[config.mk]
export PLATFORM = sky130hd
export DESIGN_NAME = vafp_cell
export DESIGN_NICKNAME = d
export VERILOG_FILES = /design/src/rtl/vafp_pkg.sv /design/src/rtl/vafp_cell.sv
export SDC_FILE = /design/constraint.sdc
export NUM_CORES = 1
export LEC_CHECK = 0
export ABC_AREA = 1
export BUFFER_PORTS_ARGS = -buffer_cell sky130_fd_sc_hd__buf_2
export CAP_MARGIN = 30
export CORE_MARGIN = 5
export CORE_UTILIZATION = 50
export CTS_BUF_LIST = sky130_fd_sc_hd__clkbuf_16
export DETAILED_ROUTE_END_ITERATION = 8
export GPL_TIMING_DRIVEN = 0
export PLACE_DENSITY = 0.74
export SLEW_MARGIN = 10
export SYNTH_ARGS = -nofsm -noshare
export SYNTH_HDL_FRONTEND = slang
export SYNTH_SLANG_ARGS = --single-unit
[constraint.sdc]
create_clock -name clk_i -period 8.1 [get_ports clk_i]
set_clock_uncertainty 0.2 [all_clocks]
set_input_delay 1.215 -clock clk_i [delete_from_list [all_inputs] [get_ports clk_i]]
set_output_delay 1.215 -clock clk_i [all_outputs]
set_load 0.05 [all_outputs]
[src/rtl/vafp_pkg.sv]
// Shared types, widths and constants for the vector angle pipeline.
package vafp_pkg;

  localparam int unsigned TABLE_LEN = 24;
  localparam int unsigned DEF_CORDIC_STAGES = 16;

  localparam int unsigned CW = 16;  // coordinate width
  localparam int unsigned DW = 17;  // difference width
  localparam int unsigned XW = 28;  // CORDIC x/y width
  localparam int unsigned ZW = 33;  // angle accumulator, turns * 2^32
  localparam int unsigned MW = 32;  // angle magnitude width
  localparam int unsigned KW = 31;  // unit conversion constant width
  localparam int unsigned PW = 63;  // product width
  localparam int unsigned AW = 16;  // output angle width

  localparam logic signed [ZW-1:0] Z_QUARTER  = 33'sh0_4000_0000;
  localparam logic signed [ZW-1:0] Z_NQUARTER = 33'sh1_C000_0000;
  localparam logic signed [ZW-1:0] Z_HALF     = 33'sh0_8000_0000;
  localparam logic signed [ZW-1:0] Z_NHALF    = 33'sh1_8000_0000;

  localparam logic [KW-1:0] DEG_FULL_Q6 = 31'd23040;
  localparam logic [KW-1:0] PI_Q29      = 31'd1686629713;

  // atan(2^-i) in turns scaled by 2^32
  localparam logic [31:0] ATAN_TURNS [TABLE_LEN] = '{
    32'd536870912, 32'd316933406, 32'd167458907, 32'd85004756,
    32'd42667331,  32'd21354465,  32'd10679838,  32'd5340245,
    32'd2670163,   32'd1335087,   32'd667544,    32'd333772,
    32'd166886,    32'd83443,     32'd41722,     32'd20861,
    32'd10430,     32'd5215,      32'd2608,      32'd1304,
    32'd652,       32'd326,       32'd163,       32'd81
  };

  typedef enum logic {
    CFG_WRAP_POSITIVE = 1'b0,
    CFG_USE_RADIANS   = 1'b1
  } cfg_idx_e;

  typedef struct packed {
    logic zero;       // dx and dy both zero
    logic horiz;      // dy zero
    logic horiz_neg;  // dx negative
    logic dy_pos;     // dy positive
  } vafp_ctl_t;

  typedef struct packed {
    logic signed [XW-1:0] x;
    logic signed [XW-1:0] y;
    logic signed [ZW-1:0] z;
    vafp_ctl_t            ctl;
  } vafp_vec_t;

endpackage

[src/rtl/vafp_cell.sv]
// One CORDIC vectoring micro-rotation with its pipeline register.
module vafp_cell import vafp_pkg::*; #(
  parameter int unsigned Idx = 0
) (
  input  logic      clk_i,
  input  logic      rst_ni,
  input  logic      valid_i,
  output logic      ready_o,
  input  vafp_vec_t data_i,
  output logic      valid_o,
  input  logic      ready_i,
  output vafp_vec_t data_o
);

  localparam logic signed [ZW-1:0] Step = $signed({1'b0, ATAN_TURNS[Idx]});

  logic signed [XW-1:0] xs, ys;
  vafp_vec_t            data_d, data_q;
  logic                 valid_q;

  always_comb begin
    xs     = data_i.x >>> Idx;
    ys     = data_i.y >>> Idx;
    data_d = data_i;
    if (!data_i.y[XW-1]) begin
      data_d.x = data_i.x + ys;
      data_d.y = data_i.y - xs;
      data_d.z = data_i.z + Step;
    end else begin
      data_d.x = data_i.x - ys;
      data_d.y = data_i.y + xs;
      data_d.z = data_i.z - Step;
    end
  end

  assign ready_o = !valid_q || ready_i;

  always_ff @(posedge clk_i or negedge rst_ni) begin
    if (!rst_ni) begin
      valid_q <= 1'b0;
    end else if (ready_o) begin
      valid_q <= valid_i;
    end
  end

  always_ff @(posedge clk_i) begin
    if (valid_i && ready_o) begin
      data_q <= data_d;
    end
  end

  assign valid_o = valid_q;
  assign data_o  = data_q;

endmodule

# After elaboration in Yosys (flattened, before gate mapping)

Cells that the tools add are included.

Add/subtract/negate cells: 5
Multiply operators: 0
Divide/modulo/power cells: 0
$lt $le $gt $ge: 0
Equality and inequality tests: 0
Shifts and indexed selects: 0
Muxes and demuxes: 1
Bitwise logic cells: 0
Reductions and logical operators: 3

Operators with widths:

| cell                     | count |
|---|---|
| $mux W89                 | 1 |
| $sub A28 B28 Y28         | 2 |
| $add A33 B31 Y33 const B | 1 |
| $sub A33 B31 Y33 const B | 1 |
| $add A28 B28 Y28         | 1 |
| $logic_and A1 B1 Y1      | 1 |
| $logic_not A1 Y1         | 1 |
| $logic_or A1 B1 Y1       | 1 |

Register bits: 94
Latch bits: 0
Bits in writable memories: 0
Bits in read-only memories: 0
Bits of input ports: 97
Memories: 0

# Logic depth before layout (Yosys ltp)

Word-level depth: 3
Gate-level depth with buffers: 15

# Worst setup path before layout

Ideal clock, no wire load.

Kind: input to register
Start: input valid_i
End: register data_q (netlist bit data_o[0]), enable pin
Library setup time: 0.572 ns
Data arrival time: 5.701 ns
Required time: 7.328 ns
Slack: 1.627 ns
Cell stages on the path: 2
Path buffers: 0
Cell sequence: inv_1 -> a21oi_1

Cells in the longest elaborated chain, start to end: 1

RTL lines:

| element              | RTL line        | text |
|---|---|---|
| from (decl)          | vafp_cell.sv:7  | `input logic valid_i,` |
| $logic_and A1 B1 Y1  | vafp_cell.sv:47 | `if (valid_i && ready_o) begin` |
| to (signal assigned) | vafp_cell.sv:48 | `data_q <= data_d;` |
| to (decl)            | vafp_cell.sv:18 | `vafp_vec_t data_d, data_q;` |

No other way between the ends.
A chain may end at the register's enable or synchronous reset.

==> flow_summary.toml <==
[clocking]
maximum_buffer_depth_of_the_clock_tree = 2
cts.repair_timing.setup_buffer_count = 0
clk_transition_reported_paths_ns = 0.09
clock_tree.htree_level_count = 3
cts-buffers-inserted = 9
clock_tree.root_cell = "clkbuf_16"
worstSkewPairLatency_ns = 0.36
cts-resized-gates = 0
cts_hold_repair_buffers = 0
cts_sinks = 93
cts_tree = "built"

[pwr]
vdd.ir_drop.worst_mv = 0.107
pwr_density_cell_nw_per_um2 = 159
leakage_nw = 6.09

[synthesis]
cells_after_synth = 1415
syn-num-nets = 1608
yosys-top-cells-count = "464 x nand2_1, 274 x inv_1, 133 x nand3_1, 92 x edfxtp_1, 92 x ha_1"
sequential_area_share_after_synthesis_pct = 29.5
synth.most_common_cell = "nand2_1"
syn_area_per_cell_um2 = 6.67
synth_enable_flop_cells = 92
yosysUniqueCellTypes = 38
synth_area_leader_cell = "edfxtp_1"
post_synth_instance_area_um2 = 9440
ys_seq_elements = 93
synth_warnings = 0
synth_area_leaders = "edfxtp_1 29%, nand2_1 18%, ha_1 12%, inv_1 11%, nand3_1 7.1%"
synth_largest_type_area_fraction_pct = 29.3
synthArstFlopShare_pct = 1.08
synth_flop_cell = "edfxtp_1"

[critical_path]
path_max_fanout = 4
worstSetupEndpointType = "flip-flop"
critical_path.startpoint_type = "input port"
critical_path_arrival_ns = 3.20
path_class = "input port to flip-flop"
timing.reg2reg.worst_path_depth = 2
worst_ep_required_time_ns = 8.02

[die]
floorplan.die.height_um = 147
boundaryPins = 192
core_area_um2 = 18600
core.rowCount = 50
die_w_um = 147
floorplan.initialDensity_pct = 50.6
die_area_um2 = 21700

[hold_path]
min_delay_path_depth = 2
hold_class = "flip-flop to flip-flop"

[grt]
global_route.usage.total_pct = 27.8
congestion_overflow_gr = 0
first_pass_grt_wire_length_mm = 47.8
first_global_vias = 9395
grt_start_max_net_pins = 30
grt_antenna_before_repair = 0

[timing]
period_needed_ns = 3.27
report.final.hold_viol_count = 0
finalMaxSlewViolations = 0
final.hold.worst_slack_ns = 0.387
timing.fmax_mhz = 305
setup_viol = 0
worst_slew_margin_rel_pct = 45.2
final_worst_path_cycle_share_pct = 40.4
max_slew.worst_pin.slew_ns = 0.822
rsz0062_at_grt = "no"

[run_status]
status = "finished, final reports clean"

[final_layout]
drive_gt1_share_pct = 16.6
area_delta_synth_final_pct = 17.2
final_net_count = 1813
postLayoutCellArea_um2 = 11100
antenna_cells = 0

[drt]
routedWlPerCell_um = 16.3
residual_drc = 0
vias_per_cell = 5.31
drt-total-wl_mm = 30.4
detailedRoute.firstPassIterationCount = 5
detailedRoute.firstIterationViolations = 877
drt.antenna.violating_nets = 0
vias_after_detailed_routing = 9865

[place]
hpwlAfterDp_mm = 25.4
area_post_placement_um2 = 10800
gp_routability_congestion = 1.01
io_buffer_count = 191

[run]
max_cap_viol_count = 0
## power by group
part	internal, W	switching (W)
combinational	0.000206	0.000521
clock	0.000216	0.000219
sequential	0.000585	0.00000867
## kinds of logic after synthesis
family          share of synthesized area (%)
mux                                     0.106
xor+xnor                                 1.76
simple gates                             32.8
buf+inv                                  13.8
fa+ha+maj                                13.0
flops                                    29.5
compound gates                           8.95
## layout make-up
cell class	instances	area [um^2]
Tap cell	234	293
Clock inverter	7	68.8
Buffer	37	263
Multi-Input combinational cell	1008	5360
Fill cell	1858	7580
Clock buffer	9	225
Sequential cell	93	2790
Timing Repair Buffer	194	1020
Inverter	277	1040
## worst max-delay path, cell delays in order
cell and delay, ns:
buf_2 0.10, inv_1 0.05, ha_1 0.21, fa_1 0.41, inv_1 0.18, nand2_1 0.07, nand3_1 0.11, inv_1 0.08
nor2_1 0.30, nand2_1 0.15, nand3_1 0.11, nand2_1 0.05, nand3_1 0.06, nand2_1 0.09
## metal layers
layer	global-route usage (%)	vias up	part of all wire (%)
met4	9.69	0	2.5
li1	-	4876	-
met2	46.0	469	45
met1	37.8	4474	44
met3	3.43	46	8.6
met5	0	-	0
## cells in the final DEF (no fill, tap or decap), drive strengths merged, types with 2 or more instances in the layout
master / Yosys / final
a31oi: 5 / 5
a21oi: 80 / 80
edfxtp: 92 / 92
clkinv: 0 / 3
nor2: 97 / 97
nor3: 6 / 6
ha: 92 / 92
nand3: 134 / 134
inv: 277 / 279
clkinvlp: 0 / 2
xnor2: 4 / 4
o21ai: 48 / 48
o22ai: 6 / 6
buf: 33 / 227
nand2: 469 / 469
nand3b: 2 / 2
nand4: 27 / 27
o21bai: 13 / 13
fa: 4 / 4
clkbuf: 4 / 13
xor2: 15 / 15
## metrics by stage
step	instances	power [W]	utilization, %	TNS (ns)	setup WS [ns]
floorplan	1415	0.00112	-	0	1.63
global placement	1840	0.00131	57.3	-18.93	-0.215
detailed placement	1843	0.00132	57.8	0	4.52
CTS	1859	0.00176	59.3	0	4.91
global route	1859	0.00186	59.3	0	4.75
finish	1859	0.00176	59.3	0	4.83
## worst paths after layout
path,startpoint,end,slack (ns)
min in group asynchronous,rst_ni,valid_o,0.42
worst max-delay path,data_i[65],data_o[85],4.83
worst min-delay path,valid_o,valid_o,0.39
max in group asynchronous,rst_ni,valid_o,7.19
worst min register to register,valid_o,valid_o,0.39
worst max register to register,valid_o,data_o[90],6.30
## sequential cells by signal (all words and copies together) (netlist names)
register  cells
data_o       92
valid_o       1
(Power assumes the default switching activity.)
