## config.mk

```make
export PLATFORM = sky130hd
export DESIGN_NAME = vafp_post
export DESIGN_NICKNAME = d
export VERILOG_FILES = /design/src/rtl/vafp_pkg.sv /design/src/rtl/vafp_post.sv
export SDC_FILE = /design/constraint.sdc
export NUM_CORES = 1
export LEC_CHECK = 0
export BUFFER_PORTS_ARGS = -buffer_cell sky130_fd_sc_hd__buf_4
export CELL_PAD_IN_SITES_DETAIL_PLACEMENT = 0
export CELL_PAD_IN_SITES_GLOBAL_PLACEMENT = 1
export CORE_UTILIZATION = 40
export DETAILED_ROUTE_END_ITERATION = 8
export PLACE_DENSITY_LB_ADDON = 0.1
export SETUP_SLACK_MARGIN = 0.2
export SYNTH_ARGS = -nofsm -noshare
export SYNTH_HDL_FRONTEND = slang
export SYNTH_SLANG_ARGS = --single-unit
```

## constraint.sdc

```tcl
create_clock -name clk_i -period 17.3 [get_ports clk_i]
set_clock_uncertainty 0.1 [all_clocks]
set_input_delay 0.865 -clock clk_i [delete_from_list [all_inputs] [get_ports clk_i]]
set_output_delay 0.865 -clock clk_i [all_outputs]
set_load 0.01 [all_outputs]
```

## src/rtl/vafp_pkg.sv

```systemverilog
// Shared types, widths and constants for the vector angle pipeline.
package vafp_pkg;

  localparam int unsigned TABLE_LEN = 24;
  localparam int unsigned DEF_CORDIC_STAGES = 16;

  localparam int unsigned CW = 16;  // coordinate width
  localparam int unsigned DW = 17;  // difference width
  localparam int unsigned XW = 28;  // CORDIC x/y width
  localparam int unsigned ZW = 33;  // angle accumulator, turns * 2^32
  localparam int unsigned MW = 32;  // angle magnitude width
  localparam int unsigned KW = 31;  // unit conversion constant width
  localparam int unsigned PW = 63;  // product width
  localparam int unsigned AW = 16;  // output angle width

  localparam logic signed [ZW-1:0] Z_QUARTER  = 33'sh0_4000_0000;
  localparam logic signed [ZW-1:0] Z_NQUARTER = 33'sh1_C000_0000;
  localparam logic signed [ZW-1:0] Z_HALF     = 33'sh0_8000_0000;
  localparam logic signed [ZW-1:0] Z_NHALF    = 33'sh1_8000_0000;

  localparam logic [KW-1:0] DEG_FULL_Q6 = 31'd23040;
  localparam logic [KW-1:0] PI_Q29      = 31'd1686629713;

  // atan(2^-i) in turns scaled by 2^32
  localparam logic [31:0] ATAN_TURNS [TABLE_LEN] = '{
    32'd536870912, 32'd316933406, 32'd167458907, 32'd85004756,
    32'd42667331,  32'd21354465,  32'd10679838,  32'd5340245,
    32'd2670163,   32'd1335087,   32'd667544,    32'd333772,
    32'd166886,    32'd83443,     32'd41722,     32'd20861,
    32'd10430,     32'd5215,      32'd2608,      32'd1304,
    32'd652,       32'd326,       32'd163,       32'd81
  };

  typedef enum logic {
    CFG_WRAP_POSITIVE = 1'b0,
    CFG_USE_RADIANS   = 1'b1
  } cfg_idx_e;

  typedef struct packed {
    logic zero;       // dx and dy both zero
    logic horiz;      // dy zero
    logic horiz_neg;  // dx negative
    logic dy_pos;     // dy positive
  } vafp_ctl_t;

  typedef struct packed {
    logic signed [XW-1:0] x;
    logic signed [XW-1:0] y;
    logic signed [ZW-1:0] z;
    vafp_ctl_t            ctl;
  } vafp_vec_t;

endpackage

```

## src/rtl/vafp_post.sv

```systemverilog
// Back end: clamp, range wrap, unit conversion multiply, rounding and sign.
module vafp_post import vafp_pkg::*; (
  input  logic                 clk_i,
  input  logic                 rst_ni,
  input  logic                 wrap_i,
  input  logic                 rad_i,
  input  logic                 valid_i,
  output logic                 ready_o,
  input  vafp_vec_t            data_i,
  output logic                 valid_o,
  input  logic                 ready_i,
  output logic signed [AW-1:0] angle_o,
  output logic                 zero_o
);

  // stage A: magnitude in turns
  logic signed [ZW-1:0] zc, zmag;
  logic                 a_neg_d;
  logic                 a_valid_q, a_ready;
  logic [MW-1:0]        a_mag_q;
  logic                 a_neg_q, a_zero_q, a_rad_q;

  // stage B: product
  logic [KW-1:0]        k;
  logic [PW-1:0]        prod;
  logic                 b_valid_q, b_ready;
  logic [PW-1:0]        b_prod_q;
  logic                 b_neg_q, b_zero_q, b_rad_q;

  // stage C: output register
  logic [PW:0]          rsum;
  logic [AW-1:0]        q;
  logic signed [AW-1:0] angle_d;
  logic                 c_valid_q;
  logic signed [AW-1:0] angle_q;
  logic                 zero_q;

  always_comb begin
    if (data_i.ctl.horiz) begin
      zc = data_i.ctl.horiz_neg ? Z_HALF : '0;
    end else if (data_i.ctl.dy_pos) begin
      if (data_i.z < 0) begin
        zc = '0;
      end else if (data_i.z > Z_HALF) begin
        zc = Z_HALF;
      end else begin
        zc = data_i.z;
      end
    end else begin
      if (data_i.z > 0) begin
        zc = '0;
      end else if (data_i.z < Z_NHALF) begin
        zc = Z_NHALF;
      end else begin
        zc = data_i.z;
      end
    end
    // in wrapped mode the low bits of a negative angle are angle + full turn
    a_neg_d = !wrap_i && zc[ZW-1];
    zmag    = a_neg_d ? -zc : zc;
  end

  assign ready_o = !a_valid_q || a_ready;

  always_ff @(posedge clk_i or negedge rst_ni) begin
    if (!rst_ni) begin
      a_valid_q <= 1'b0;
    end else if (ready_o) begin
      a_valid_q <= valid_i;
    end
  end

  always_ff @(posedge clk_i) begin
    if (valid_i && ready_o) begin
      a_mag_q  <= data_i.ctl.zero ? '0 : zmag[MW-1:0];
      a_neg_q  <= a_neg_d && !data_i.ctl.zero;
      a_zero_q <= data_i.ctl.zero;
      a_rad_q  <= rad_i;
    end
  end

  always_comb begin
    k    = a_rad_q ? PI_Q29 : DEG_FULL_Q6;
    prod = PW'(a_mag_q) * PW'(k);
  end

  assign a_ready = !b_valid_q || b_ready;

  always_ff @(posedge clk_i or negedge rst_ni) begin
    if (!rst_ni) begin
      b_valid_q <= 1'b0;
    end else if (a_ready) begin
      b_valid_q <= a_valid_q;
    end
  end

  always_ff @(posedge clk_i) begin
    if (a_valid_q && a_ready) begin
      b_prod_q <= prod;
      b_neg_q  <= a_neg_q;
      b_zero_q <= a_zero_q;
      b_rad_q  <= a_rad_q;
    end
  end

  always_comb begin
    if (b_rad_q) begin
      rsum = {1'b0, b_prod_q} + (64'd1 << 47);
      q    = rsum[63:48];
    end else begin
      rsum = {1'b0, b_prod_q} + (64'd1 << 31);
      q    = rsum[47:32];
    end
    if (b_zero_q) begin
      angle_d = '0;
    end else if (b_neg_q) begin
      angle_d = -$signed(q);
    end else begin
      angle_d = $signed(q);
    end
  end

  assign b_ready = !c_valid_q || ready_i;

  always_ff @(posedge clk_i or negedge rst_ni) begin
    if (!rst_ni) begin
      c_valid_q <= 1'b0;
    end else if (b_ready) begin
      c_valid_q <= b_valid_q;
    end
  end

  always_ff @(posedge clk_i) begin
    if (b_valid_q && b_ready) begin
      angle_q <= angle_d;
      zero_q  <= b_zero_q;
    end
  end

  assign valid_o = c_valid_q;
  assign angle_o = angle_q;
  assign zero_o  = zero_q;

endmodule

```

; Yosys cells after proc, flatten, opt, wreduce, memory -nomap -nowiden
; Index checks and enable logic that the tools add are counted.
[op_classes]
mul = 1
addsub = 4
shift = 0
div = 0
bitwise = 0
n_reduce_logical = 13
order_cmp = 4
n_eq_ne = 0
muxes = 11
[op_table]
columns = operator, n
row1 = 2-to-1 mux 33 bit, 6
row2 = "adder 63 x 48 -> 64 bit, second input constant", 1
row3 = 2-to-1 mux 32 bit, 2
row4 = multiplier 32 x 31 -> 63 bit, 1
row5 = "adder 48 x 32 -> 48 bit, second input constant", 1
row6 = "greater-than comparator 33 x 1 -> 1 bit, second input constant", 1
row7 = "greater-than comparator 33 bit, second input constant", 1
row8 = "< comparator 33 x 1 -> 1 bit, second input constant", 1
row9 = "< comparator 33 x 32 -> 1 bit, second input constant", 1
row10 = 2-to-1 mux 16 bit, 2
row11 = negator 32 bit, 1
row12 = 2-to-1 mux 31 bit, 1
row13 = negator 16 bit, 1
row14 = logical AND 1 bit, 5
row15 = zero test 1 bit, 5
row16 = logical OR 1 bit, 3
[totals]
input_bits = 99
output_inout_bits = 19
regBits = 121
mem_bits_rw = 0
n_memories = 0
elab_cells = 46
latch_bits = 0
romBits = 0

; Logic depth before layout (Yosys ltp)
[logic_depth]
word_depth = 7
depth_mapped = 30
mapped_depth_nobuf = 27

; Least setup slack after synthesis
; OpenSTA, ideal clock, no wires.
[synth_timing]
kind = register to register
startpoint = reg a_rad_q
endpoint = reg b_prod_q[48] (data pin)
slack_ps = 9246
path_stages_with_launch = 28
n_path_buf = 4
arrival_ps = 7691
path_cell_list = edfxtp_1 -> clkbuf_1 -> clkbuf_1 -> inv_1 -> clkbuf_1 -> nor2_1 -> inv_1 -> fa_1 -> inv_1 -> fa_1 -> inv_1 -> fa_1 -> inv_1 -> ha_1 -> fa_1 -> fa_1 -> fa_1 -> ha_1 -> ha_1 -> clkbuf_1 -> nand4_1 -> or4_1 -> or2_2 -> o221ai_1 -> o21ai_0 -> o21bai_1 -> a21boi_0 -> xnor2_1
[synth_between]
elab_chain_cells = 2
[synth_rtl]
columns = item, line
row1 = from (decl), vafp_post.sv:21  ; logic a_neg_q, a_zero_q, a_rad_q;
row2 = from (signal assigned), vafp_post.sv:78  ; a_rad_q <= rad_i;
row3 = 2-to-1 mux 31 bit, vafp_post.sv:83  ; k = a_rad_q ? PI_Q29 : DEG_FULL_Q6;
row4 = multiplier 32 x 31 -> 63 bit, vafp_post.sv:84  ; prod = PW'(a_mag_q) * PW'(k);
row5 = net prod[48], vafp_post.sv:25  ; logic [PW-1:0] prod;
row6 = to (signal assigned), vafp_post.sv:99  ; b_prod_q <= prod;
row7 = to (decl), vafp_post.sv:27  ; logic [PW-1:0] b_prod_q;
; The timed path passes the listed nets, and every way through them passes these cells.
; A chain may end at the register's enable or synchronous reset.

; Worst setup path after layout
[layout_timing]
startpoint = reg a_rad_q
endpoint = reg b_prod_q[58] (data pin)
; The elaborated chain is that of the path after synthesis.

==> results.json <==
{
  "crit_path_max_fanout": 66,
  "drc": 0,
  "syn_avg_cell_area_um2": 9.52,
  "grt_busiest_layer": "met2",
  "cts_sinks": 90,
  "final_cell_mix": "inv_1 (541), ha_1 (387), fa_1 (377)",
  "cts_buffers": 9,
  "cap_violations": 0,
  "met2_usage_pct": 36.3,
  "drtAntennaViolNets": 0,
  "synthFlopType": "edfxtp_1",
  "max_freq_mhz": 107,
  "cts_tree": "yes",
  "cpMostUsedCell": "fa_1",
  "setup-tns-final_ns": 0,
  "drt_iter0_drc": 801,
  "post_cts_resized": 0,
  "met3_usage_pct": 4.65,
  "grt_max_degree": 67,
  "grt_usage_pct": 22.5,
  "yosys.cell_types.count": 78,
  "postCtsSetupRepairBufs": 0,
  "die_x_um": 245,
  "drive_above_1_share_pct": 5.59,
  "fin_crit_sh_pct": 54.3,
  "critical_path_class": "flop to flop",
  "cts.path.max_buffers": 2,
  "die_area_mm2": 0.0601,
  "cts_max_level": 3,
  "hp-class": "primary input to async pin",
  "wl_per_cell_um": 19.9,
  "rsz0062_at_grt": "false",
  "cts_hold_buffers": 0,
  "wl_mm": 65.9,
  "whs_ns": 0.165,
  "syn_to_final_growth_pct": 7.00,
  "synth_top_cell_area_share_pct": 31.9,
  "slowest_delay_ns": 0.78,
  "core_mm2": 0.0580,
  "layout_min_cycle_time_ns": 9.39,
  "crit_arrival_ns": 9.41,
  "slew_viol_final": 0,
  "grt_pass1_vias": 17255,
  "outcome": "finished, final reports clean",
  "required_ns": 17.32,
  "clk_latency_ns": 0.39,
  "numPortBuffers": 61,
  "fp.dieH_um": 245,
  "initial_core_util_pct": 40.7,
  "synth_area_mm2": 0.0236,
  "synth_warnings": 0,
  "dp_hpwl_mm": 57.0,
  "first_pass_iters": 5,
  "ys_seq_area_share_pct": 11.4,
  "mostFrequentLayoutCell": "inv_1",
  "tightest_slew_ns": 1.05,
  "avgViaCountPerCell": 5.06,
  "cp-end-kind": "flop",
  "cts_root_buf": "clkbuf_16",
  "grt_pass1_wl_mm": 101,
  "clkTransAtPathRegs_ns": 0.07,
  "fill_cells": 5687,
  "vias": 16719,
  "setup_viol": 0,
  "synth_largest_area_cell": "fa_1",
  "num_rows": 88,
  "ios": 118,
  "synthTopCellsByArea": "fa_1 (32%), ha_1 (20%), edfxtp_1 (11%), inv_1 (8.6%), xnor2_1 (4.8%)",
  "place_congestion": 0.883,
  "grt.overflow.total": 0,
  "cp-start-kind": "flop",
  "synth_edf_count": 87,
  "syn_inst": 2482,
  "async_flop_share_pct": 3.33,
  "cpMaxStageDelayCell": "o41ai_2",
  "synth-seq-cells": 90,
  "final_nets": 3398,
  "relSlewSlack_pct": 29.0,
  "grt_antenna_before_repair": 0,
  "use_met1_pct": 31.0,
  "finalHoldViolCount": 0
}
## synth_stat cells, types with 14 or more instances
| library cell | count |
|---|---|
| xnor2_1 | 130 |
| nand2b_1 | 21 |
| a21o_1 | 38 |
| o211ai_1 | 20 |
| nor3_1 | 30 |
| a21oi_1 | 106 |
| or2_2 | 33 |
| o21ai_0 | 48 |
| xor2_1 | 43 |
| fa_1 | 377 |
| nand2_1 | 136 |
| inv_1 | 541 |
| mux2i_1 | 14 |
| and3_1 | 28 |
| clkbuf_1 | 49 |
| edfxtp_1 | 87 |
| nor2b_1 | 33 |
| nand3_1 | 31 |
| ha_1 | 387 |
| nor2_1 | 150 |
| nand4_1 | 15 |
## area by class of cell
cell class	instances	area (µm²)	area share, %
Clock buffer	10	229	0.905
Sequential cell	90	2690	10.6
Clock inverter	6	51.3	0.203
Timing Repair Buffer	72	541	2.14
Inverter	550	2060	8.16
Multi-Input combinational cell	1812	18800	74.2
Antenna cell	1	2.50	0.00990
Tap cell	765	957	3.79
## stage by stage
| step | util, % | setup slack [ns] | area (µm²) | cells |
|---|---|---|---|---|
| global placement | 43.1 | 7.92 | 25000 | 3289 |
| global route | 43.6 | 7.51 | 25300 | 3305 |
| floorplan | - | 9.25 | 23700 | 2511 |
| finish | 43.6 | 7.91 | 25300 | 3306 |
| CTS | 43.6 | 7.93 | 25300 | 3305 |
| detailed placement | 43.1 | 7.98 | 25000 | 3289 |
## sequential cells by signal, summed over array words and instances (netlist names)
register,count
b_valid_q,1
angle_o,16
a_mag_q,32
b_rad_q,1
b_neg_q,1
a_neg_q,1
zero_o,1
a_rad_q,1
a_valid_q,1
valid_o,1
a_zero_q,1
b_prod_q,32
b_zero_q,1
## metal layers
metal | vias to the layer above | share of wire [%]
met4 | 0 | 1.6
li1 | 8040 | -
met2 | 336 | 46
met5 | - | 0
met1 | 8292 | 47
met3 | 51 | 5.4
## worst paths after layout
check | endpoint | cells past startpoint | startpoint | slack [ns]
min reg2reg | b_zero_q$_DFFE_PP_ | 0 | a_zero_q$_DFFE_PP_ | 0.37
min | b_valid_q$_DFFE_PN0P_ | 1 | rst_ni | 0.16
max in group asynchronous | valid_o$_DFFE_PN0P_ | 1 | rst_ni | 16.84
max reg2reg | b_prod_q[58]$_DFFE_PP_ | 26 | a_rad_q$_DFFE_PP_ | 7.91
max | b_prod_q[58]$_DFFE_PP_ | 26 | a_rad_q$_DFFE_PP_ | 7.91
min in group clk_i | b_zero_q$_DFFE_PP_ | 0 | a_zero_q$_DFFE_PP_ | 0.37
## worst max-delay path: cells and delay by family (launching register included)
| family | cells | cell delay (ns) |
|---|---|---|
| AND/OR/NAND/NOR | 2 | 0.72 |
| flip-flops | 1 | 0.34 |
| XOR/XNOR | 2 | 0.32 |
| AO/OA/AOI/OAI | 7 | 2.46 |
| adder cells (fa/ha/maj) | 9 | 3.61 |
| buffers and inverters | 6 | 1.50 |
## logic make-up (layout without fill, tap and decap cells)
| family | Yosys count | after routing | share of synthesized area [%] |
|---|---|---|---|
| compound gates | 293 | 293 | 7.94 |
| buf+inv | 609 | 638 | 9.77 |
| fa+ha+maj | 764 | 764 | 52.4 |
| flops | 90 | 90 | 11.4 |
| mux | 22 | 22 | 0.985 |
| simple gates | 528 | 528 | 11.0 |
| xor+xnor | 174 | 174 | 6.48 |
| other cells | 2 | 32 | 0.0318 |
Power is not shown: default switching activity piles up to over one toggle a cycle in this logic, so the estimate is an artifact.
