**src/rtl/vafp_pkg.sv**
```systemverilog
// Shared types, widths and constants for the vector angle pipeline.
package vafp_pkg;

  localparam int unsigned TABLE_LEN = 24;
  localparam int unsigned DEF_CORDIC_STAGES = 16;

  localparam int unsigned CW = 16;  // coordinate width
  localparam int unsigned DW = 17;  // difference width
  localparam int unsigned XW = 28;  // CORDIC x/y width
  localparam int unsigned ZW = 33;  // angle accumulator, turns * 2^32
  localparam int unsigned MW = 32;  // angle magnitude width
  localparam int unsigned KW = 31;  // unit conversion constant width
  localparam int unsigned PW = 63;  // product width
  localparam int unsigned AW = 16;  // output angle width

  localparam logic signed [ZW-1:0] Z_QUARTER  = 33'sh0_4000_0000;
  localparam logic signed [ZW-1:0] Z_NQUARTER = 33'sh1_C000_0000;
  localparam logic signed [ZW-1:0] Z_HALF     = 33'sh0_8000_0000;
  localparam logic signed [ZW-1:0] Z_NHALF    = 33'sh1_8000_0000;

  localparam logic [KW-1:0] DEG_FULL_Q6 = 31'd23040;
  localparam logic [KW-1:0] PI_Q29      = 31'd1686629713;

  // atan(2^-i) in turns scaled by 2^32
  localparam logic [31:0] ATAN_TURNS [TABLE_LEN] = '{
    32'd536870912, 32'd316933406, 32'd167458907, 32'd85004756,
    32'd42667331,  32'd21354465,  32'd10679838,  32'd5340245,
    32'd2670163,   32'd1335087,   32'd667544,    32'd333772,
    32'd166886,    32'd83443,     32'd41722,     32'd20861,
    32'd10430,     32'd5215,      32'd2608,      32'd1304,
    32'd652,       32'd326,       32'd163,       32'd81
  };

  typedef enum logic {
    CFG_WRAP_POSITIVE = 1'b0,
    CFG_USE_RADIANS   = 1'b1
  } cfg_idx_e;

  typedef struct packed {
    logic zero;       // dx and dy both zero
    logic horiz;      // dy zero
    logic horiz_neg;  // dx negative
    logic dy_pos;     // dy positive
  } vafp_ctl_t;

  typedef struct packed {
    logic signed [XW-1:0] x;
    logic signed [XW-1:0] y;
    logic signed [ZW-1:0] z;
    vafp_ctl_t            ctl;
  } vafp_vec_t;

endpackage

```
**src/rtl/vafp_prep.sv**
```systemverilog
// Entry stage: point difference, quadrant pre-rotation and special-case flags.
module vafp_prep import vafp_pkg::*; (
  input  logic                 clk_i,
  input  logic                 rst_ni,
  input  logic                 valid_i,
  output logic                 ready_o,
  input  logic signed [CW-1:0] end_x_i,
  input  logic signed [CW-1:0] end_y_i,
  input  logic signed [CW-1:0] start_x_i,
  input  logic signed [CW-1:0] start_y_i,
  output logic                 valid_o,
  input  logic                 ready_i,
  output vafp_vec_t            data_o
);

  logic signed [DW-1:0] dx, dy;
  logic signed [XW-1:0] x0, y0;
  vafp_vec_t            data_d, data_q;
  logic                 valid_q;

  always_comb begin
    dx = DW'(end_x_i) - DW'(start_x_i);
    dy = DW'(end_y_i) - DW'(start_y_i);
    x0 = XW'(dx) <<< 8;
    y0 = XW'(dy) <<< 8;
    data_d.ctl.zero      = (dx == '0) && (dy == '0);
    data_d.ctl.horiz     = (dy == '0);
    data_d.ctl.horiz_neg = dx[DW-1];
    data_d.ctl.dy_pos    = !dy[DW-1] && (dy != '0);
    if (!dx[DW-1]) begin
      data_d.x = x0;
      data_d.y = y0;
      data_d.z = '0;
    end else if (!dy[DW-1]) begin
      data_d.x = y0;
      data_d.y = -x0;
      data_d.z = Z_QUARTER;
    end else begin
      data_d.x = -y0;
      data_d.y = x0;
      data_d.z = Z_NQUARTER;
    end
  end

  assign ready_o = !valid_q || ready_i;

  always_ff @(posedge clk_i or negedge rst_ni) begin
    if (!rst_ni) begin
      valid_q <= 1'b0;
    end else if (ready_o) begin
      valid_q <= valid_i;
    end
  end

  always_ff @(posedge clk_i) begin
    if (valid_i && ready_o) begin
      data_q <= data_d;
    end
  end

  assign valid_o = valid_q;
  assign data_o  = data_q;

endmodule

```
**config.mk**
```make
export PLATFORM = sky130hd
export DESIGN_NAME = vafp_prep
export DESIGN_NICKNAME = d
export VERILOG_FILES = /design/src/rtl/vafp_pkg.sv /design/src/rtl/vafp_prep.sv
export SDC_FILE = /design/constraint.sdc
export NUM_CORES = 1
export LEC_CHECK = 0
export ABC_AREA = 1
export BUFFER_PORTS_ARGS = -buffer_cell sky130_fd_sc_hd__buf_2
export CAP_MARGIN = 20
export CELL_PAD_IN_SITES_DETAIL_PLACEMENT = 0
export CELL_PAD_IN_SITES_GLOBAL_PLACEMENT = 1
export CORE_ASPECT_RATIO = 1.25
export CORE_MARGIN = 3
export CORE_UTILIZATION = 40
export CTS_BUF_LIST = sky130_fd_sc_hd__clkbuf_4 sky130_fd_sc_hd__clkbuf_8
export CTS_CLUSTER_DIAMETER = 80
export DETAILED_ROUTE_END_ITERATION = 16
export PLACE_DENSITY = 0.86
export SLEW_MARGIN = 40
export SYNTH_ARGS = -nofsm -noshare
export SYNTH_HDL_FRONTEND = slang
export SYNTH_SLANG_ARGS = --single-unit
```
**constraint.sdc**
```tcl
create_clock -name clk_i -period 7.36 [get_ports clk_i]
set_input_delay 0.736 -clock clk_i [delete_from_list [all_inputs] [get_ports clk_i]]
set_output_delay 0.736 -clock clk_i [all_outputs]
set_load 0.05 [all_outputs]
```
# Yosys cells after proc, flatten, opt, wreduce, memory -nomap -nowiden

Cells that the tools add are included.

Bits in registers: 94
Latch bits: 0
RAM bits: 0
Bits in read-only memories: 0
Input port bits: 68
Output and inout port bits: 95
Memories kept: 0

Add/sub/neg operators: 4
$mul: 0
Div/mod/pow operators: 0
$lt $le $gt $ge: 0
Equality and inequality tests: 0
Shifts and indexed selects: 0
Mux-type cells: 2
Bitwise gates (word level): 1
Reductions and logical operators: 11

Operators with widths:

| kind                         | count |
|---|---|
| two-way mux 85 bit           | 2 |
| negation 25 -> 28 bit        | 2 |
| logical NOT 17 bit           | 2 |
| subtractor 16 x 16 -> 17 bit | 2 |
| nonzero test 17 bit          | 1 |
| logical AND 1 bit            | 3 |
| logical NOT 1 bit            | 2 |
| AND reduction 2 bit          | 1 |
| OR reduction 2 bit           | 1 |
| logical OR 1 bit             | 1 |
| inverter 1 bit               | 1 |

# Longest topological paths before layout

Gate-level depths: netlist (run 1).

Word-level depth: 4
Gate-level depth with buffers: 19
Mapped depth without buffers: 19

# Worst setup path before layout (run 1)

OpenSTA, ideal clock, no wires.

Path kind: input port to flip-flop
Start: input port valid_i
End: register data_q, in the netlist data_o[0], enable pin
Setup time: 464 ps
Arrival time: 3025 ps
Required time: 6896 ps
Slack: 3871 ps
Cell stages on the path: 2
Buffers on the path: 0
Cells stage by stage: inv_1 a21oi_1

Cells in the longest elaborated chain, start to end: 1

RTL lines:

| what                 | line            | RTL |
|---|---|---|
| start, declared      | vafp_prep.sv:5  | `input logic valid_i,` |
| logical AND 1 bit    | vafp_prep.sv:56 | `if (valid_i && ready_o) begin` |
| end signal, assigned | vafp_prep.sv:57 | `data_q <= data_d;` |
| end, declared        | vafp_prep.sv:18 | `vafp_vec_t data_d, data_q;` |

Every way passes these cells.
A chain may end at the register's enable or synchronous reset.

==> results of run 1 <==
-- final cells by class --
type                    instances  area, µm²  area share
clock buffers                   5      68.82     0.01144
clock inverters                 3      47.55    0.007907
inverters                     147      554.3     0.09218
multi-input cells             619       3131      0.5206
flip-flops and latches         47       1406      0.2339
well taps                     168      210.2     0.03496
repair buffers                118      595.6     0.09904
-- through the flow --
| step | setup slack (ns) | power [µW] | std cells | cell area, µm² | hold WS (ns) |
|---|---|---|---|---|---|
| 2_1_floorplan | 3.871 | 855.4 | 871 | 5517 | 0.4404 |
| 3_3_place_gp | 3.777 | 949.2 | 1099 | 5897 | 0.5101 |
| 3_5_place_dp | 3.793 | 952.3 | 1099 | 5897 | 0.5126 |
| 4_1_cts | 4.129 | 1150 | 1107 | 6013 | 0.1676 |
| 5_1_grt | 3.856 | 1230 | 1107 | 6013 | 0.1659 |
| 6_report | 4.165 | 1141 | 1107 | 6013 | 0.1750 |
-- power groups by stage --
stage	sequential, µW	clock (µW)	combinational [µW]
2_1_floorplan	457	0	399
3_3_place_gp	356	0	593
3_5_place_dp	356	0	596
4_1_cts	350	202	598
5_1_grt	352	212	665
6_report	349	199	592
-- cells in the mapped netlist --
cell	count
conb_1	1
ha_1	37
nand4_1	7
nand2_2	16
nor2_4	2
buf_6	5
buf_2	4
nor3_1	3
xor2_1	11
dfrtp_1	1
inv_2	4
o21bai_1	1
nand3_1	69
o31ai_1	1
nand3_2	5
nand3b_1	3
fa_1	2
o21ai_1	21
buf_4	49
a21oi_2	2
nor2_1	51
xnor2_1	4
nor3_2	2
or2_1	1
a21oi_4	1
o21ai_2	3
inv_1	142
nor2_2	7
o22ai_1	4
a21oi_1	20
o211ai_1	1
o21ai_0	3
nand2_1	291
edfxtp_1	46
inv_4	1
and2_1	2
-- layout by cell type, fill, tap and decap left out, drive strengths merged, types with 5 or more instances in the layout --
cell type / synthesis / final
nand2: 307 / 307
inv: 147 / 148
buf: 58 / 118
nand3: 74 / 74
nor2: 60 / 60
conb: 1 / 49
edfxtp: 46 / 46
ha: 37 / 37
o21ai: 27 / 27
a21oi: 23 / 23
xor2: 11 / 11
nand4: 7 / 7
clkbuf: 0 / 5
nor3: 5 / 5
-- registers in the layout, indices dropped and copies added, names as in the netlist --
register / count
data_o: 46
valid_o: 1
-- worst register-to-register path: stages (launching register included) --
cell and delay [ns]:
dfrtp_1 0.44, a21oi_4 0.41, buf_4 0.49
-- final timing paths --
path | from | end | slack (ns) | cells after the start
min | rst_ni | valid_o$_DFFE_PN0N_ | 0.18 | 1
max in group asynchronous | rst_ni | valid_o$_DFFE_PN0N_ | 7.10 | 1
max reg2reg | valid_o$_DFFE_PN0N_ | data_o[50]$_DFFE_PP_ | 5.66 | 2
max | end_y_i[0] | data_o[54]$_DFFE_PP_ | 4.16 | 17
min in group clk_i | valid_o$_DFFE_PN0N_ | valid_o$_DFFE_PN0N_ | 0.60 | 2
min reg2reg | valid_o$_DFFE_PN0N_ | valid_o$_DFFE_PN0N_ | 0.60 | 2
-- cells by family (layout without fill, tap and decap cells) --
kind of cell	count (synthesis)	in the layout	share of synthesized area
xor gates and xnor gates	15	15	0.02462
buffers and inverters	205	273	0.1871
DFF	47	47	0.2635
adders and majority gates	39	39	0.09426
and+or+nand+nor	459	459	0.3683
AOI/OAI and AO/OA	57	57	0.06143
other	1	49	0.0007027
-- routing by layer --
metal	GRT usage	vias up	wire, µm
met5	0	-	0
met4	0.03742	0	136
met3	0.006199	10	461
met2	0.3234	109	6485
met1	0.2072	2126	5303
li1	-	2703	-
==> results.yml, run 1 <==
sta:
  setup_viol: 0
  fmax_mhz: 313.0
  slew_headroom: 0.5330
  drv_slew: 0
  layout_min_cycle_time_ns: 3.195
  rsz0062_at_grt: "false"
  finClkSkew_ns: 0.01054
  min_period_over_period: 0.4341
  worstMarginPinSlew_ns: 0.6981
  tns_ns: 0
  hold_viol: 0
synthesis:
  synth_top_area_frac: 0.2589
  syn-cell-area_um2: 5336
  ys_seq_area_frac: 0.2635
  synth_cells: 823
  yosys-top-cells-area: "edfxtp_1 26%, nand2_1 20%, inv_1 10%, ha_1 8.7%, buf_4 6.9%"
  ys_ff_latch: 47
  synth_area_per_cell_um2: 6.484
  synth_top_area_cell: "edfxtp_1"
  synth.distinct_cells: 36
  yosysWarnings: 0
clocking:
  cts-htree-levels: 2
  numClockSinks: 47
  ctsResizeCount: 0
  cts_tree: "built"
  cts_root_buf: "clkbuf_8"
  numCtsBuffers: 5
  clkTransAtPathRegs_ns: 0.10
  clk_latency_ns: 0.31
  post_cts_buffers: 0
  cts.path.max_buffers: 2
  cts_hold_repair.buffers: 0
global_route:
  antenna_found_initial: 0
  grt_pass1_vias: 4553
  grt_max_degree: 46
  overflow: 0
  grt_pass1_wl_um: 20330
  track_usage: 0.1691
floorplanning:
  core-area_um2: 12890
  die-area_um2: 14770
  rows: 46
  num_io_pins: 163
  die_w_um: 109.3
  die_y_um: 135.1
  initial_utilization: 0.4139
pwr:
  power_density_nw_per_um2: 189.7
  clockPowerShare: 0.174
  p_int_uw: 603.7
  p_sw_frac: 0.4708
  p_switching_uw: 537.1
  ir_drop_mv: 0.08528
  p_leak_uw: 0.003421
  p_seq_frac: 0.306
  combPwrFrac: 0.519
place:
  dp_hpwl_um: 10380
  io_buffer_count: 116
  gp_congestion: 0.8405
flow_run:
  maxCapViolCount: 0
finish:
  drive_gt1_frac: 0.1810
  final_util: 0.4664
  nets: 1045
  antenna_cells: 0
  nFillCells: 1395
  syn_to_final_growth_pct: 12.68
drt:
  wl_um: 12390
  final_antenna_net_count: 0
  drc: 0
  routedWlPerCell_um: 11.19
  drt_iter0_markers: 210
  vias_per_cell: 4.470
  dr_total_vias: 4948
  dr.pass1.iters: 4
worst_setup_path:
  cp_top_family: "simple AND/OR/NAND/NOR gates"
  critPathBufInv: 4
  slowest_delay_ns: 0.53
  end_kind: "flip-flop"
  required_ns: 7.42
  critPathSlowestCell: "nand2_2"
  worstPathMaxFanout: 32
  crit_chain: "buf_2 -> inv_1 -> ha_1 -> inv_1 -> fa_1 -> nand2_1 -> nand2_2 -> nand3_2 -> nand2_2 -> nand3_2 -> nand3_2 -> nand2_2 -> inv_2 -> nor2_1 -> nand2_1 -> nand2_1 -> o22ai_1"
  cp.arrival_ns: 3.25
  startpoint_type: "primary input"
  critical_path_class: "primary input to flip-flop"
status:
  status: "complete, no violations"
worst_hold_path:
  min-delay-path-class: "primary input to async pin"
No activity file was read; power rests on OpenSTA's default activity.
==> run 2: changes to the inputs <==
--- a/config.mk
+++ b/config.mk
@@ -5,18 +5,18 @@
 export SDC_FILE = /design/constraint.sdc
 export NUM_CORES = 1
 export LEC_CHECK = 0
-export ABC_AREA = 1
+export ABC_AREA = 0
 export BUFFER_PORTS_ARGS = -buffer_cell sky130_fd_sc_hd__buf_2
 export CAP_MARGIN = 20
 export CELL_PAD_IN_SITES_DETAIL_PLACEMENT = 0
 export CELL_PAD_IN_SITES_GLOBAL_PLACEMENT = 1
 export CORE_ASPECT_RATIO = 1.25
 export CORE_MARGIN = 3
-export CORE_UTILIZATION = 40
+export CORE_UTILIZATION = 34
 export CTS_BUF_LIST = sky130_fd_sc_hd__clkbuf_4 sky130_fd_sc_hd__clkbuf_8
 export CTS_CLUSTER_DIAMETER = 80
 export DETAILED_ROUTE_END_ITERATION = 16
-export PLACE_DENSITY = 0.86
+export PLACE_DENSITY = 0.76
 export SLEW_MARGIN = 40
 export SYNTH_ARGS = -nofsm -noshare
 export SYNTH_HDL_FRONTEND = slang
==> constraint.sdc (replaced) <==
create_clock -name clk_i -period 2.7 [get_ports clk_i]
set_input_delay 0.27 -clock clk_i [delete_from_list [all_inputs] [get_ports clk_i]]
set_output_delay 0.27 -clock clk_i [all_outputs]
set_load 0.05 [all_outputs]
==> run 2 against run 1 <==
Effect of this change:
- the run now ends with negative setup slack left
- global-route usage decreased by 0.074 points
- via count decreased by 9.7%
- core utilization increased by 7.3 points
- synthesized cell count decreased by 36%
- highest routed layer unchanged
==> results.yml, run 2 <==
status:
  status: "finished, violations left"
  violations: "negative setup slack"
flow_run:
  maxCapViolCount: 0
sta:
  rsz0062_at_grt: "true"
  fmax_mhz: 294.8
  hold_viol: 0
  setup_viol: 36
  finClkSkew_ns: 0.004129
  drv_slew: 0
  setup_ws_ns: -0.6917
  tns_ns: -10.19
  layout_min_cycle_time_ns: 3.392
  slew_headroom: 0.6142
  worstMarginPinSlew_ns: 0.5786
  min_period_over_period: 1.256
global_route:
  overflow: 0
  track_usage: 0.1683
  grt_pass1_vias: 4309
  grt_pass1_wl_um: 20150
  grt_max_degree: 28
  antenna_found_initial: 0
pwr:
  ir_drop_mv: 0.3448
  p_leak_uw: 0.003303
  power_density_nw_per_um2: 539.3
synthesis:
  async_reset_ff_frac: 0.02128
  ys_seq_area_frac: 0.3059
  synth_top_area_cell: "edfxtp_1"
  synth.distinct_cells: 68
  yosys-top-cells-area: "edfxtp_1 30%, ha_1 10%, buf_4 7.8%, xnor2_1 5.9%, inv_1 4.0%"
  synth_ff_type: "edfxtp_1"
  synth_cells: 524
  yosysWarnings: 0
  syn-cell-area_um2: 4597
  synth_enable_flop_cells: 46
  ys_ff_latch: 47
  synth_area_per_cell_um2: 8.773
  synth_top_area_frac: 0.3005
  synth_most_common_cell: "inv_1"
  yosys-top-cells-count: "49 x inv_1, 48 x buf_4, 46 x edfxtp_1"
drt:
  drc: 0
  dr_total_vias: 4470
  routedWlPerCell_um: 13.82
  vias_per_cell: 4.720
  drt_iter0_markers: 159
  wl_um: 13090
  dr.pass1.iters: 4
  final_antenna_net_count: 0
worst_setup_path:
  timing.critical_path.from: "end_y_i[0]"
  cp.arrival_ns: 3.45
  required_ns: 2.76
  worstPathMaxFanout: 2
  crit_end: "data_o[89]$_SDFFCE_PN0P_"
  startpoint_type: "primary input"
  regToRegSetupSlack_ns: 1.03
  r2r_cells: 3
  critical_path_class: "primary input to flip-flop"
  crit_top_cell: "ha_4"
  end_kind: "flip-flop"
  critPathSlowestCell: "or4_4"
  r2r_start: "valid_o$_DFFE_PN0N_"
  r2r-end: "data_o[62]$_DFFE_PP_"
  slowest_delay_ns: 0.55
  crit_chain: "buf_8 -> inv_12 -> ha_4 -> inv_2 -> fa_2 -> a21oi_4 -> o21ai_2 -> a221oi_4 -> xor2_2 -> nand4_2 -> or3b_1 -> or3_1 -> or4_4 -> ha_4 -> nor3_2"
floorplanning:
  core-area_um2: 12950
  initial_utilization: 0.3550
  num_io_pins: 163
  die-area_um2: 14960
  die_w_um: 110
  rows: 46
  die_y_um: 136
clocking:
  cts.path.max_buffers: 2
  numClockSinks: 47
  clkTransAtPathRegs_ns: 0.08
  clk_latency_ns: 0.30
  cts_root_buf: "clkbuf_8"
  cts_tree: "built"
  numCtsBuffers: 5
  cts-htree-levels: 2
finish:
  largest_reg_flops: 46
  antenna_cells: 0
  syn_to_final_growth_pct: 51.88
  nets: 885
  final_common_cell: "buf_4"
  final_cell_mix: "130 x buf_4, 114 x buf_2, 49 x conb_1"
  drive_gt1_frac: 0.4519
  final_util: 0.5391
place:
  io_buffer_count: 116
  dp_hpwl_um: 10670
  gp_congestion: 0.8619
worst_hold_path:
  min-delay-path-class: "primary input to flip-flop"
run 2: cell types whose count changed after synthesis, sizes merged, moves of 6 or more:
| cell | before | now |
|---|---|---|
| a21oi | 23 | 36 |
| a31oi | 0 | 7 |
| clkbuf | 0 | 7 |
| inv | 147 | 51 |
| mux2i | 0 | 7 |
| nand2 | 307 | 34 |
| nand2b | 0 | 6 |
| nand3 | 74 | 8 |
| nor2 | 60 | 41 |
| nor2b | 0 | 9 |
| o21a | 0 | 8 |
| or3 | 0 | 6 |
| xnor2 | 4 | 31 |
run 2: cells by family (layout without fill, tap and decap cells):
group,Yosys count,in the layout,share of synthesized area
xor+xnor,47,47,0.09118
fa+ha+maj,39,39,0.1094
simple gates,143,143,0.1557
flops,47,47,0.3059
compound gates,126,126,0.1856
mux,9,9,0.02014
other cells,1,49,0.0008158
buf+inv,112,319,0.1312
run 2: metal layers:
layer | up-vias | share of wire | GRT usage
met5 | - | 0 | 0
met4 | 0 | 0.019 | 0.04366
met3 | 20 | 0.054 | 0.01473
met2 | 157 | 0.51 | 0.3040
met1 | 2023 | 0.42 | 0.2123
li1 | 2270 | - | -
run 2: area by class of cell:
class,instances,area [µm²]
clock buffers,6,76.32
multi-input cells,413,3244
inverters,52,217.7
well taps,168,210.2
fillers,1206,5968
clock inverters,2,60.06
flip-flops and latches,47,1406
repair buffers,259,1767
run 2: stage by stage:
step	hold slack [ns]	instances	cell area, µm²	setup WS (ns)	power, µW
floorplan	-0.02559	572	4925	-0.9799	2289
global placement	0.04423	914	6175	-1.079	2875
detailed placement	0.04763	914	6175	-1.125	2893
CTS	0.1531	934	6628	-0.6637	3605
global route	0.1591	947	6982	-0.8022	3987
finish	0.1681	947	6982	-0.6917	3765
run 2: timing repair:
action	in CTS	in global routing
endpoints found under the hold margin	1	0
cloned	0	3
hold buffers	1	0
setup buffers	12	12
endpoints found under the setup margin	26	38
pin swaps	33	25
resized for setup	42	59
run 2: how the worst min path moves through the flow:
stage / start / to / cells after the start
2_1_floorplan: rst_ni / valid_o$_DFFE_PN0N_ / 0
3_5_place_dp: rst_ni / valid_o$_DFFE_PN0N_ / 1
3_3_place_gp: rst_ni / valid_o$_DFFE_PN0N_ / 1
5_1_grt: valid_i / valid_o$_DFFE_PN0N_ / 2
6_report: valid_i / valid_o$_DFFE_PN0N_ / 2
4_1_cts: valid_i / valid_o$_DFFE_PN0N_ / 2
run 2: critical path: cells and delay by family:
family,cells,cell delay (ns)
compound gates,3,0.60
simple gates,5,1.41
xor+xnor,1,0.20
fa+ha+maj,3,0.77
buf+inv,3,0.19
run 2: power breakdown:
part,leakage [µW],switching [µW],internal [µW]
registers,0.000451,20.8,932
clock network,0.0000688,227,380
logic,0.00278,1300,906
==> run 3: changes to the inputs <==
--- a/config.mk
+++ b/config.mk
@@ -12,11 +12,11 @@
 export CELL_PAD_IN_SITES_GLOBAL_PLACEMENT = 1
 export CORE_ASPECT_RATIO = 1.25
 export CORE_MARGIN = 3
-export CORE_UTILIZATION = 34
+export CORE_UTILIZATION = 41
 export CTS_BUF_LIST = sky130_fd_sc_hd__clkbuf_4 sky130_fd_sc_hd__clkbuf_8
 export CTS_CLUSTER_DIAMETER = 80
 export DETAILED_ROUTE_END_ITERATION = 16
-export PLACE_DENSITY = 0.76
+export PLACE_DENSITY = 0.86
 export SLEW_MARGIN = 40
 export SYNTH_ARGS = -nofsm -noshare
 export SYNTH_HDL_FRONTEND = slang
==> constraint.sdc (replaced) <==
create_clock -name clk_i -period 4.3 [get_ports clk_i]
set_input_delay 0.43 -clock clk_i [delete_from_list [all_inputs] [get_ports clk_i]]
set_output_delay 0.43 -clock clk_i [all_outputs]
set_load 0.05 [all_outputs]
==> run 3 against run 2 <==
Effect of this change:
- the flow now finishes without violations
- highest routed layer unchanged
- final cell count is 18% lower
- register-to-register slack better by 1.9 ns
- die area is 16% lower
- combinational power is 56% lower
- via count is 11% lower
==> results.yml, run 3 (same netlist as run 2, synthesis figures left out) <==
clocking:
  clk_latency_ns: 0.30
  clkTransAtPathRegs_ns: 0.08
  cts.path.max_buffers: 2
  ctsResizeCount: 0
  cts-htree-levels: 2
  cts_tree: "built"
  numClockSinks: 47
  cts_root_buf: "clkbuf_8"
  numCtsBuffers: 5
place:
  io_buffer_count: 116
  dp_hpwl_um: 8782
  gp_congestion: 0.8595
floorplanning:
  core-area_um2: 10770
  die_w_um: 100.7
  num_io_pins: 163
  die_y_um: 124.4
  initial_utilization: 0.4267
  rows: 42
  die-area_um2: 12530
pwr:
  ir_drop_mv: 0.1229
  p_sw_frac: 0.4579
  combPwrFrac: 0.533
  p_seq_frac: 0.326
  power_density_nw_per_um2: 350.4
  p_int_uw: 998.0
  p_leak_uw: 0.002451
  p_switching_uw: 842.9
  clockPowerShare: 0.141
worst_setup_path:
  end_kind: "flip-flop"
  r2r-end: "data_o[74]$_DFFE_PP_"
  required_ns: 4.44
  crit_chain: "buf_2 -> inv_1 -> ha_1 -> inv_1 -> fa_1 -> a21oi_2 -> o21ai_2 -> a221oi_4 -> xor2_2 -> nand4_2 -> or3b_1 -> or3_1 -> or4_4 -> ha_1 -> nor3_1"
  worstPathMaxFanout: 3
  critPathSlowestCell: "or4_4"
  slowest_delay_ns: 0.53
  r2r_cells: 2
  cp.arrival_ns: 3.97
  regToRegSetupSlack_ns: 2.90
  critical_path_class: "primary input to flip-flop"
  startpoint_type: "primary input"
  r2r_start: "valid_o$_DFFE_PN0N_"
  cp_top_family: "simple AND/OR/NAND/NOR gates"
  critPathBufInv: 3
worst_hold_path:
  min_from: "valid_i"
  hold_path_end: "valid_o$_DFFE_PN0N_"
  hold_path_depth: 2
  min-delay-path-class: "primary input to flip-flop"
sta:
  finClkSkew_ns: 0.01529
  min_period_over_period: 0.8919
  hold_viol: 0
  drv_slew: 0
  rsz0062_at_grt: "false"
  slew_headroom: 0.4712
  tns_ns: 0
  setup_viol: 0
  layout_min_cycle_time_ns: 3.835
  fmax_mhz: 260.8
  worstMarginPinSlew_ns: 0.7822
finish:
  largest_reg_flops: 46
  final_common_cell: "buf_2"
  syn_to_final_growth_pct: 14.29
  nFillCells: 1053
  final_util: 0.4877
  nets: 748
  drive_gt1_frac: 0.2309
  final_cell_mix: "116 x buf_2, 49 x inv_1, 49 x conb_1"
  antenna_cells: 0
drt:
  dr.pass1.iters: 5
  drt_iter0_markers: 190
  wl_um: 10670
  routedWlPerCell_um: 13.80
  vias_per_cell: 5.123
  dr_total_vias: 3960
  drc: 0
  final_antenna_net_count: 0
global_route:
  track_usage: 0.1687
  antenna_found_initial: 0
  grt_pass1_wl_um: 17420
  grt_max_degree: 47
  grt_pass1_vias: 3735
  overflow: 0
status:
  status: "complete, no violations"
flow_run:
  maxCapViolCount: 0
==> run 3: cell count changes in the layout (fill, tap and decap cells not counted), moves of 6 or more <==
cell	before	now
ha_1	31	37
o21ai_0	11	28
xnor2_2	7	0
xnor2_1	24	31
o21ai_2	7	1
buf_6	8	0
a21oi_1	27	34
ha_4	6	0
buf_4	130	5
o21ai_1	11	0
==> run 3: power by group through the flow <==
stage	sequential (µW)	clock [µW]	combinational [µW]
5_1_grt	605	285	1070
3_5_place_dp	611	0	979
3_3_place_gp	609	0	969
6_report	600	259	982
2_1_floorplan	794	0	616
4_1_cts	601	267	983
==> run 3: layout make-up <==
class                      instances  area, µm²  share of cell area
multi-input combinational        413       2776              0.5285
sequential                        47       1406              0.2677
tap                              132      165.2             0.03144
clock inverter                     2      13.76            0.002620
inverter                          52      195.2             0.03715
timing repair buffer             122      628.1              0.1196
clock buffer                       5      68.82             0.01310
==> run 3: worst max path at each step <==
| stage | from | endpoint | slack (ns) | cells after the start |
|---|---|---|---|---|
| 2_1_floorplan | end_y_i[0] | data_o[89]$_SDFFCE_PN0P_ | 0.36 | 15 |
| 3_3_place_gp | end_y_i[0] | data_o[89]$_SDFFCE_PN0P_ | 0.21 | 15 |
| 3_5_place_dp | end_y_i[0] | data_o[89]$_SDFFCE_PN0P_ | 0.12 | 15 |
| 4_1_cts | end_y_i[0] | data_o[89]$_SDFFCE_PN0P_ | 0.45 | 15 |
| 5_1_grt | end_y_i[0] | data_o[89]$_SDFFCE_PN0P_ | 0.26 | 15 |
| 6_report | end_y_i[0] | data_o[89]$_SDFFCE_PN0P_ | 0.46 | 15 |
==> run 3: timing repair <==
item / CTS / global route
endpoints found under the hold margin: 1 / 0
buffers inserted: 0 / 0
hold buffers: 1 / 0
==> run 3: stage by stage <==
stage / total power, µW / hold slack, ns / worst slack [ns] / std cells / cell area, µm²
2_1_floorplan: 1410 / 0.1344 / 0.3607 / 572 / 4777
3_3_place_gp: 1578 / 0.2043 / 0.2143 / 765 / 5160
3_5_place_dp: 1589 / 0.2073 / 0.1223 / 765 / 5161
4_1_cts: 1850 / 0.3347 / 0.4487 / 773 / 5254
5_1_grt: 1964 / 0.3582 / 0.2596 / 773 / 5254
6_report: 1841 / 0.3388 / 0.4650 / 773 / 5254
==> run 3: metal layers <==
layer	vias to the layer above	part of all wire	GRT usage
met5	-	0	0
met1	1814	0.42	0.2151
met2	145	0.51	0.2982
li1	1990	-	-
met4	0	0.018	0.04758
met3	11	0.060	0.01513
